**src/rtl/core/epb_pkg.sv**
```systemverilog
`default_nettype none
package epb_pkg;
	localparam int PIECE_BITS = 16;
	localparam int COORD_BITS = 32;
	localparam int SIZE_BITS  = COORD_BITS + 2;
	localparam int PROD_BITS  = COORD_BITS + 1 + PIECE_BITS;

	localparam logic [1:0] AXIS_BLOCK = 2'd3;

	localparam logic [2:0] REG_X_MIN = 3'd0;
	localparam logic [2:0] REG_X_MAX = 3'd1;
	localparam logic [2:0] REG_Y_MIN = 3'd2;
	localparam logic [2:0] REG_Y_MAX = 3'd3;
	localparam logic [2:0] REG_Z_MIN = 3'd4;
	localparam logic [2:0] REG_Z_MAX = 3'd5;
	localparam logic [2:0] REG_SLAB  = 3'd6;
	localparam logic [2:0] REG_GHOST = 3'd7;

	typedef enum logic [2:0] {
		ST_IDLE,
		ST_PICK,
		ST_MUL,
		ST_START,
		ST_DIV,
		ST_CUT,
		ST_GHOST,
		ST_OUT
	} state_t;

	typedef struct packed {
		logic load;
		logic pick;
		logic mul;
		logic div_start;
		logic cut;
		logic ghost;
		logic out_load;
	} cmd_t;

	typedef struct packed {
		logic done;
		logic no_axis;
		logic div_busy;
	} sts_t;
endpackage
`default_nettype wire

```
**src/rtl/core/epb_ctrl.sv**
```systemverilog
`default_nettype none
module epb_ctrl (
	input  wire          clk,
	input  wire          arst_n,
	input  wire          in_fire,
	input  wire          out_free,
	input  epb_pkg::sts_t sts,
	output epb_pkg::cmd_t cmd,
	output logic         busy
);
	epb_pkg::state_t state_q, state_d;

	always_ff @(posedge clk or negedge arst_n) begin
		if (!arst_n) state_q <= epb_pkg::ST_IDLE;
		else state_q <= state_d;
	end

	always_comb begin
		state_d = state_q;
		unique case (state_q)
			epb_pkg::ST_IDLE:  if (in_fire) state_d = epb_pkg::ST_PICK;
			epb_pkg::ST_PICK: begin
				if (sts.done) state_d = epb_pkg::ST_GHOST;
				else if (!sts.no_axis) state_d = epb_pkg::ST_MUL;
			end
			epb_pkg::ST_MUL:   state_d = epb_pkg::ST_START;
			epb_pkg::ST_START: state_d = epb_pkg::ST_DIV;
			epb_pkg::ST_DIV:   if (!sts.div_busy) state_d = epb_pkg::ST_CUT;
			epb_pkg::ST_CUT:   state_d = epb_pkg::ST_PICK;
			epb_pkg::ST_GHOST: state_d = epb_pkg::ST_OUT;
			epb_pkg::ST_OUT:   if (out_free) state_d = epb_pkg::ST_IDLE;
			default:           state_d = epb_pkg::ST_IDLE;
		endcase
	end

	always_comb begin
		cmd = '0;
		busy = (state_q != epb_pkg::ST_IDLE);
		unique case (state_q)
			epb_pkg::ST_IDLE:  cmd.load = in_fire;
			epb_pkg::ST_PICK:  cmd.pick = 1'b1;
			epb_pkg::ST_MUL:   cmd.mul = 1'b1;
			// product is registered, divider starts in the next cycle
			epb_pkg::ST_START: cmd.div_start = 1'b1;
			epb_pkg::ST_DIV:   ;
			epb_pkg::ST_CUT:   cmd.cut = 1'b1;
			epb_pkg::ST_GHOST: cmd.ghost = 1'b1;
			epb_pkg::ST_OUT:   cmd.out_load = out_free;
			default:           ;
		endcase
	end
endmodule
`default_nettype wire

```
**src/rtl/core/epb_div.sv**
```systemverilog
`default_nettype none
module epb_div (
	input  wire                               clk,
	input  wire                               arst_n,
	input  wire                               start,
	input  wire [epb_pkg::PROD_BITS-1:0]      dividend,
	input  wire [epb_pkg::PIECE_BITS-1:0]     divisor,
	output logic                              busy,
	output logic [epb_pkg::PROD_BITS-1:0]     quotient
);
	localparam int CW = $clog2(epb_pkg::PROD_BITS + 1);
	logic [CW-1:0] cnt_q;
	logic [epb_pkg::PROD_BITS-1:0] quo_q;
	logic [epb_pkg::PIECE_BITS:0] rem_q;
	logic [epb_pkg::PIECE_BITS:0] trial;
	logic [epb_pkg::PIECE_BITS:0] shifted;

	// one quotient bit per cycle, restoring
	assign shifted = {rem_q[epb_pkg::PIECE_BITS-1:0], quo_q[epb_pkg::PROD_BITS-1]};
	assign trial = shifted - {1'b0, divisor};

	always_ff @(posedge clk or negedge arst_n) begin
		if (!arst_n) cnt_q <= '0;
		else if (start) cnt_q <= CW'(epb_pkg::PROD_BITS);
		else if (cnt_q != '0) cnt_q <= cnt_q - 1'b1;
	end

	always_ff @(posedge clk) begin
		if (start) begin
			quo_q <= dividend;
			rem_q <= '0;
		end else if (cnt_q != '0) begin
			if (!trial[epb_pkg::PIECE_BITS]) begin
				rem_q <= trial;
				quo_q <= {quo_q[epb_pkg::PROD_BITS-2:0], 1'b1};
			end else begin
				rem_q <= shifted;
				quo_q <= {quo_q[epb_pkg::PROD_BITS-2:0], 1'b0};
			end
		end
	end

	assign busy = (cnt_q != '0) || start;
	assign quotient = quo_q;
endmodule
`default_nettype wire

```
**src/rtl/core/epb_dp.sv**
```systemverilog
`default_nettype none
module epb_dp (
	input  wire                           clk,
	input  epb_pkg::cmd_t                 cmd,
	input  wire [epb_pkg::PIECE_BITS-1:0] piece_in,
	input  wire [epb_pkg::PIECE_BITS-1:0] total_in,
	input  wire                           mode_in,
	input  wire [31:0]                    whole [6],
	input  wire [1:0]                     slab,
	input  wire [7:0]                     ghost,
	input  wire                           div_busy,
	input  wire [epb_pkg::PROD_BITS-1:0]  div_q,
	output logic [epb_pkg::PROD_BITS-1:0] prod,
	output logic [epb_pkg::PIECE_BITS-1:0] divisor,
	output epb_pkg::sts_t                 sts,
	output logic [31:0]                   res [6],
	output logic                          res_ok
);
	localparam int SB = epb_pkg::SIZE_BITS;
	localparam int CB = epb_pkg::COORD_BITS;

	logic signed [SB-1:0] box_q [6];
	logic signed [SB-1:0] size [3];
	logic [epb_pkg::PIECE_BITS-1:0] piece_q, total_q, half;
	logic points_q, ok_q;
	logic [1:0] axis_q, axis_d;
	logic axis_none;
	logic [CB:0] size_sel_q;
	logic signed [SB-1:0] wbox [6];
	logic signed [SB-1:0] cut;
	logic signed [SB-1:0] g;

	assign half = total_q >> 1;
	assign divisor = total_q;
	assign g = SB'(signed'({1'b0, ghost}));

	for (genvar k = 0; k < 6; k++) begin : g_w
		assign wbox[k] = SB'(signed'(whole[k][CB-1:0]));
	end
	for (genvar a = 0; a < 3; a++) begin : g_sz
		assign size[a] = box_q[2*a+1] - box_q[2*a] + SB'(points_q);
	end

	always_comb begin
		axis_d = 2'd0;
		axis_none = 1'b0;
		if (slab != epb_pkg::AXIS_BLOCK && size[slab] > SB'(1)) axis_d = slab;
		else if (size[2] >= size[1] && size[2] >= size[0] && size[2] >= SB'(2))
			axis_d = 2'd2;
		else if (size[1] >= size[0] && size[1] >= SB'(2)) axis_d = 2'd1;
		else if (size[0] >= SB'(2)) axis_d = 2'd0;
		else axis_none = 1'b1;
	end

	assign sts.done = !ok_q || total_q <= 1;
	assign sts.no_axis = axis_none;
	assign sts.div_busy = div_busy;

	assign cut = box_q[{axis_q, 1'b0}] + SB'(signed'({1'b0, div_q[CB:0]}));

	always_ff @(posedge clk) begin
		if (cmd.load) begin
			for (int k = 0; k < 6; k++) box_q[k] <= wbox[k];
			piece_q <= piece_in;
			total_q <= total_in;
			points_q <= mode_in;
			ok_q <= mode_in || (piece_in < total_in);
		end else if (cmd.pick && !sts.done) begin
			axis_q <= axis_d;
			size_sel_q <= size[axis_d][CB:0];
			if (axis_none) begin
				if (piece_q == '0) total_q <= epb_pkg::PIECE_BITS'(1);
				else ok_q <= 1'b0;
			end
		end else if (cmd.mul) begin
			prod <= epb_pkg::PROD_BITS'(size_sel_q) * epb_pkg::PROD_BITS'(half);
		end else if (cmd.cut) begin
			if (piece_q < half) begin
				box_q[{axis_q, 1'b1}] <= points_q ? cut - SB'(1) : cut;
				total_q <= half;
			end else begin
				box_q[{axis_q, 1'b0}] <= cut;
				total_q <= total_q - half;
				piece_q <= piece_q - half;
			end
		end else if (cmd.ghost) begin
			for (int a = 0; a < 3; a++) begin
				if (!ok_q) begin
					box_q[2*a] <= '0;
					box_q[2*a+1] <= '1;
				end else begin
					box_q[2*a] <= (box_q[2*a] - g < wbox[2*a]) ? wbox[2*a] : box_q[2*a] - g;
					box_q[2*a+1] <= (box_q[2*a+1] + g > wbox[2*a+1]) ?
						wbox[2*a+1] : box_q[2*a+1] + g;
				end
			end
		end
	end

	// wrap to coordinate width then sign extend
	for (genvar k = 0; k < 6; k++) begin : g_res
		assign res[k] = 32'(signed'(box_q[k][CB-1:0]));
	end
	assign res_ok = ok_q;
endmodule
`default_nettype wire

```
**src/rtl/core/extent_piece_bisector_core.sv**
```systemverilog
// each item takes up to 16 bisection steps through the serial divider
// (one quotient bit a cycle); when no axis can be split, the controller
// passes through the pick state once more before finishing
// throughput: one item at a time; next accepted once the result is registered
// reset (arst_n low, asynchronous): registers to 0,-1 extents, block axis,
// zero ghost; controller idle, output empty
`default_nettype none
module extent_piece_bisector_core (
	input  wire        clk,
	input  wire        arst_n,
	input  wire        s_axis_tvalid,
	output logic       s_axis_tready,
	input  wire [39:0] s_axis_tdata, // piece_index, piece_total, mode, zero pad
	output logic       m_axis_tvalid,
	input  wire        m_axis_tready,
	output logic [199:0] m_axis_tdata, // out_x_min..out_z_max, nonempty, pad
	input  wire        cfg_we,
	input  wire [2:0]  cfg_index,
	input  wire [31:0] cfg_data
);
	logic [31:0] whole_q [6];
	logic [1:0] slab_q;
	logic [7:0] ghost_q;
	epb_pkg::cmd_t cmd;
	epb_pkg::sts_t sts;
	logic busy, in_fire, out_free, div_busy, res_ok;
	logic [epb_pkg::PROD_BITS-1:0] prod, div_q;
	logic [epb_pkg::PIECE_BITS-1:0] divisor;
	logic [31:0] res [6];

	always_ff @(posedge clk or negedge arst_n) begin
		if (!arst_n) begin
			for (int k = 0; k < 6; k++) whole_q[k] <= k[0] ? '1 : '0;
			slab_q <= epb_pkg::AXIS_BLOCK;
			ghost_q <= '0;
		end else if (cfg_we) begin
			unique case (cfg_index)
				epb_pkg::REG_X_MIN: whole_q[0] <= cfg_data;
				epb_pkg::REG_X_MAX: whole_q[1] <= cfg_data;
				epb_pkg::REG_Y_MIN: whole_q[2] <= cfg_data;
				epb_pkg::REG_Y_MAX: whole_q[3] <= cfg_data;
				epb_pkg::REG_Z_MIN: whole_q[4] <= cfg_data;
				epb_pkg::REG_Z_MAX: whole_q[5] <= cfg_data;
				epb_pkg::REG_SLAB:  slab_q <= cfg_data[1:0];
				epb_pkg::REG_GHOST: ghost_q <= cfg_data[7:0];
				default: ;
			endcase
		end
	end

	assign s_axis_tready = !busy;
	assign in_fire = s_axis_tvalid && s_axis_tready;
	assign out_free = !m_axis_tvalid || m_axis_tready;

	epb_ctrl u_ctrl (
		.clk(clk), .arst_n(arst_n), .in_fire(in_fire), .out_free(out_free),
		.sts(sts), .cmd(cmd), .busy(busy)
	);

	epb_div u_div (
		.clk(clk), .arst_n(arst_n), .start(cmd.div_start), .dividend(prod),
		.divisor(divisor), .busy(div_busy), .quotient(div_q)
	);

	epb_dp u_dp (
		.clk(clk), .cmd(cmd),
		.piece_in(s_axis_tdata[15:0]), .total_in(s_axis_tdata[31:16]),
		.mode_in(s_axis_tdata[32]),
		.whole(whole_q), .slab(slab_q), .ghost(ghost_q),
		.div_busy(div_busy), .div_q(div_q), .prod(prod), .divisor(divisor),
		.sts(sts), .res(res), .res_ok(res_ok)
	);

	always_ff @(posedge clk or negedge arst_n) begin
		if (!arst_n) m_axis_tvalid <= 1'b0;
		else if (cmd.out_load) m_axis_tvalid <= 1'b1;
		else if (m_axis_tready) m_axis_tvalid <= 1'b0;
	end

	always_ff @(posedge clk) begin
		if (cmd.out_load)
			m_axis_tdata <= {7'd0, res_ok, res[5], res[4], res[3], res[2], res[1], res[0]};
	end
endmodule
`default_nettype wire

```
**config.mk**
```make
export PLATFORM = sky130hd
export DESIGN_NAME = extent_piece_bisector_core
export DESIGN_NICKNAME = d
export VERILOG_FILES = /design/src/rtl/core/epb_pkg.sv /design/src/rtl/core/epb_ctrl.sv /design/src/rtl/core/epb_div.sv /design/src/rtl/core/epb_dp.sv /design/src/rtl/core/extent_piece_bisector_core.sv
export SDC_FILE = /design/constraint.sdc
export NUM_CORES = 2
export LEC_CHECK = 0
export ABC_AREA = 1
export BUFFER_PORTS_ARGS = -buffer_cell sky130_fd_sc_hd__buf_2
export CAP_MARGIN = 20
export CORE_ASPECT_RATIO = 1.4
export CORE_MARGIN = 1.5
export CORE_UTILIZATION = 25
export CTS_CLUSTER_SIZE = 8
export DETAILED_ROUTE_END_ITERATION = 7
export SETUP_SLACK_MARGIN = 0.15
export SLEW_MARGIN = 20
export SYNTH_ARGS = -nofsm -noshare
export SYNTH_HDL_FRONTEND = slang
export SYNTH_SLANG_ARGS = --single-unit
```
**constraint.sdc**
```tcl
create_clock -name clk -period 22 [get_ports clk]
set_input_delay 1.1 -clock clk [delete_from_list [all_inputs] [get_ports clk]]
set_output_delay 1.1 -clock clk [all_outputs]
set_load 0.05 [all_outputs]
```
==> results.md <==
* Max Freq at 122 MHz
* DIE HEIGHT at 663 um
* EDFF count, synth at 597
* Pins over their slew limit at 0
* Worst Path Required at 22.50 ns
* Multiplexer share of the synthesized area at 0
* XOR/XNOR share of the synthesized area at 0.0389
* Die X at 475 um
* Slowest-stage cell, CP: dfrtp_1
* CTS Buffer Depth at 3
* Number of I/O port buffers at 267
* Global Route Usage Sum at 0.207
* Ys async rst share at 0.256
* Post-CTS setup buffer count at 0
* Fraction of the yosys area taken by sequential cells at 0.305
* Number of top-level pins at 282
* # rows at 242
* Total number of vias at 70.6k
* Slowest stage delay, CP at 0.70 ns
* Post-route ant nets at 0
* Kind of critical path: reg -> reg
* Synth top area share at 0.230
* Min-delay worst type: in -> async
* Max-cap violations at 0
* FF-to-FF path depth at 35
* CP Capture Type: flop
* Adder-cell share of the synthesized area at 0.227
* Layout area overhead at 13.1%
* Largest net degree at the start of global routing at 135
* Yosys top cell by area: edfxtp_1
* CP Max Fanout at 50
* Worst-skew pair later-pin latency at 0.83 ns
* Die ar. at 0.315 mm^2
* Worst reg2reg startpoint: ghost_q[1]$_DFFE_PN0P_
* CTS tree: done
* Yosys reg bits at 827
* DR vias/cell at 4.86
* WP data arrival at 8.66 ns
* CP most frequent cell: inv_1
* Final hold vios at 0
* Pre-CTS setup slack at 14.27 ns
* Fin crit share at 0.371
* GRT Residual Overflow at 0
* Final Wtd Congestion at 1.01
* PnR worst setup slack at 13.83 ns
* Vias in the first global route at 68.1k
* Fin nets at 11.5k
* Layout cells sized above 1 at 0.0704
* Startpoint types: flop
* Ranking of synthesized cells by area: edfxtp_1 (23%), nand2_1 (12%), ha_1 (12%)
* Synth warn at 0
* Core area at 0.310 mm^2
* Routed wire length at 332,000 um
* Setup_tns at 0 ns
* Max_slew headroom at 0.211
* PostCTS Resize Cnt at 0
* Wire per inst at 22.8 um
* Global-route wire length before repair at 471,000 um
* CTS Sinks at 827
* Root buffer cell: clkbuf_16
* WHS at 0.325 ns
* H-tree depth at 3
* Final setup fails at 0
* Detail Placement HPWL at 263,000 um
* Worst Tran Pin Value at 1.18 ns
* Post-Synthesis Cells at 10.0k
* Mapped Avg Cell Area at 7.77 um^2
* Complex-gate fraction of the synthesized area at 0.124
* Ys flop type: edfxtp_1
* DRC at 0
* TritonRoute pass-1 iters at 8
* Post-synth cell types at 76
* Initial antenna violation count at 46
* Final min period at 8.17 ns
* Post-Synth Simple-Gate Area at 0.200
* Worst Skew at 0.0792 ns
* Main combinational cell family by area after synthesis: adder cells
* CTS buffer count at 118
* Status: finished clean
* Clock Pin Slew Worst Setup and Hold Paths at 0.06 ns
* Hold Buf Count CTS at 0
* Initial detailed-routing violation count at 6,435
* Initial Util at 0.251
* CP startpoint: ghost_q[1]$_DFFE_PN0P_
* RSZ-0062 raised after global routing: no
* Post-Synthesis Cell Area at 0.0779 mm^2
* Layout Utilization at 0.284
## kinds of logic (layout without fill, tap and decap cells)
family / after synthesis / in the layout
simple gates: 3809 / 3809
xor+xnor: 340 / 340
compound gates: 1721 / 1721
fa+ha+maj: 1167 / 1167
buf+inv: 2153 / 2468
flops: 827 / 827
other cells: 1 / 35
## layout make-up
class	instances	area (um^2)
repair buffers	397	2370
clock inverters	11	174
diodes	28	70.1
fillers	33901	222000
clock buffers	212	3400
well taps	4148	5190
inverters	1848	6940
multi-input cells	7044	46200
flip-flops and latches	827	23700
## sequential cells by signal (all words and copies together), names as in the netlist, named ones only
signal,cells
ghost_q,8
m_axis_tdata,193
m_axis_tvalid,1
slab_q,2
u_ctrl.state_q,3
u_div.cnt_q,6
u_div.quotient,49
u_div.rem_q,16
u_dp.axis_q,2
u_dp.box_q,238
u_dp.divisor,16
u_dp.piece_q,16
u_dp.points_q,1
u_dp.prod,48
u_dp.res_ok,1
u_dp.size_sel_q,33
whole_q,192
## per-layer routing
| layer | global-route usage | vias to the layer above | wire length [um] |
|---|---|---|---|
| met3 | 0.0340 | 780 | 23800 |
| li1 | - | 32985 | - |
| met2 | 0.343 | 2818 | 156000 |
| met4 | 0.166 | 16 | 31800 |
| met5 | 0 | - | 103 |
| met1 | 0.233 | 34012 | 120000 |
## worst paths after layout
path	end	slack (ns)
worst min-delay path	whole_q[53]$_DFFE_PN0P_	0.32
worst min register to register	u_div.rem_q[15]$_SDFFE_PP0P_	0.47
worst max register to register	u_dp.box_q[0][19]$_DFFE_PP_	13.83
max in group asynchronous	whole_q[96]$_DFFE_PN0P_	20.29
min in group clk	u_div.rem_q[15]$_SDFFE_PP0P_	0.47
worst max-delay path	u_dp.box_q[0][19]$_DFFE_PP_	13.83
## stage by stage
stage	cell area (um^2)	instances
after floorplan	77900	10024
after global placement	84300	14262
after detailed placement	84300	14262
after CTS	87900	14485
after global routing	88000	14492
final	88000	14515
## critical path: cells and delay by family (launching register included)
family,cells,cell delay [ns]
AND/OR/NAND/NOR,18,2.92
AO/OA/AOI/OAI,6,2.02
XOR/XNOR,1,0.16
flip-flops,1,0.70
buffers and inverters,8,1.19
adder cells (fa/ha/maj),2,0.81
## layout by cell type, fill, tap and decap left out, types with 17 or more instances in the layout
cell type / count
edfxtp_1: 597
xnor2_1: 81
nand3b_1: 29
buf_2: 266
xor2_1: 245
nand2_1: 2525
o21a_1: 19
nand3_1: 317
clkbuf_16: 120
o211ai_1: 122
diode_2: 28
o21ai_1: 17
clkbuf_1: 87
buf_4: 126
a31oi_1: 95
o22ai_1: 42
a21o_1: 24
nor2_1: 601
nor3_1: 91
ha_1: 753
fa_1: 414
nor4_1: 38
dfstp_2: 98
a21oi_1: 524
o21bai_1: 24
nand4_1: 131
inv_1: 1832
dfxtp_1: 18
o21ai_0: 739
a22oi_1: 23
dfrtp_1: 114
## synthesized netlist by cell type, drive strengths merged, types with 95 or more instances
library cell     n
nor3            98
a21oi          535
fa             414
o21ai          758
nand3          324
nand4          131
inv           1841
nor2           617
dfrtp          114
nand2         2541
o211ai         122
xor2           255
a31oi           95
clkbuf         266
edfxtp         597
dfstp           98
ha             753
Power is left out: the tool's default activity adds up to more than one toggle a clock period on the data nets, which glitch-free logic cannot reach.
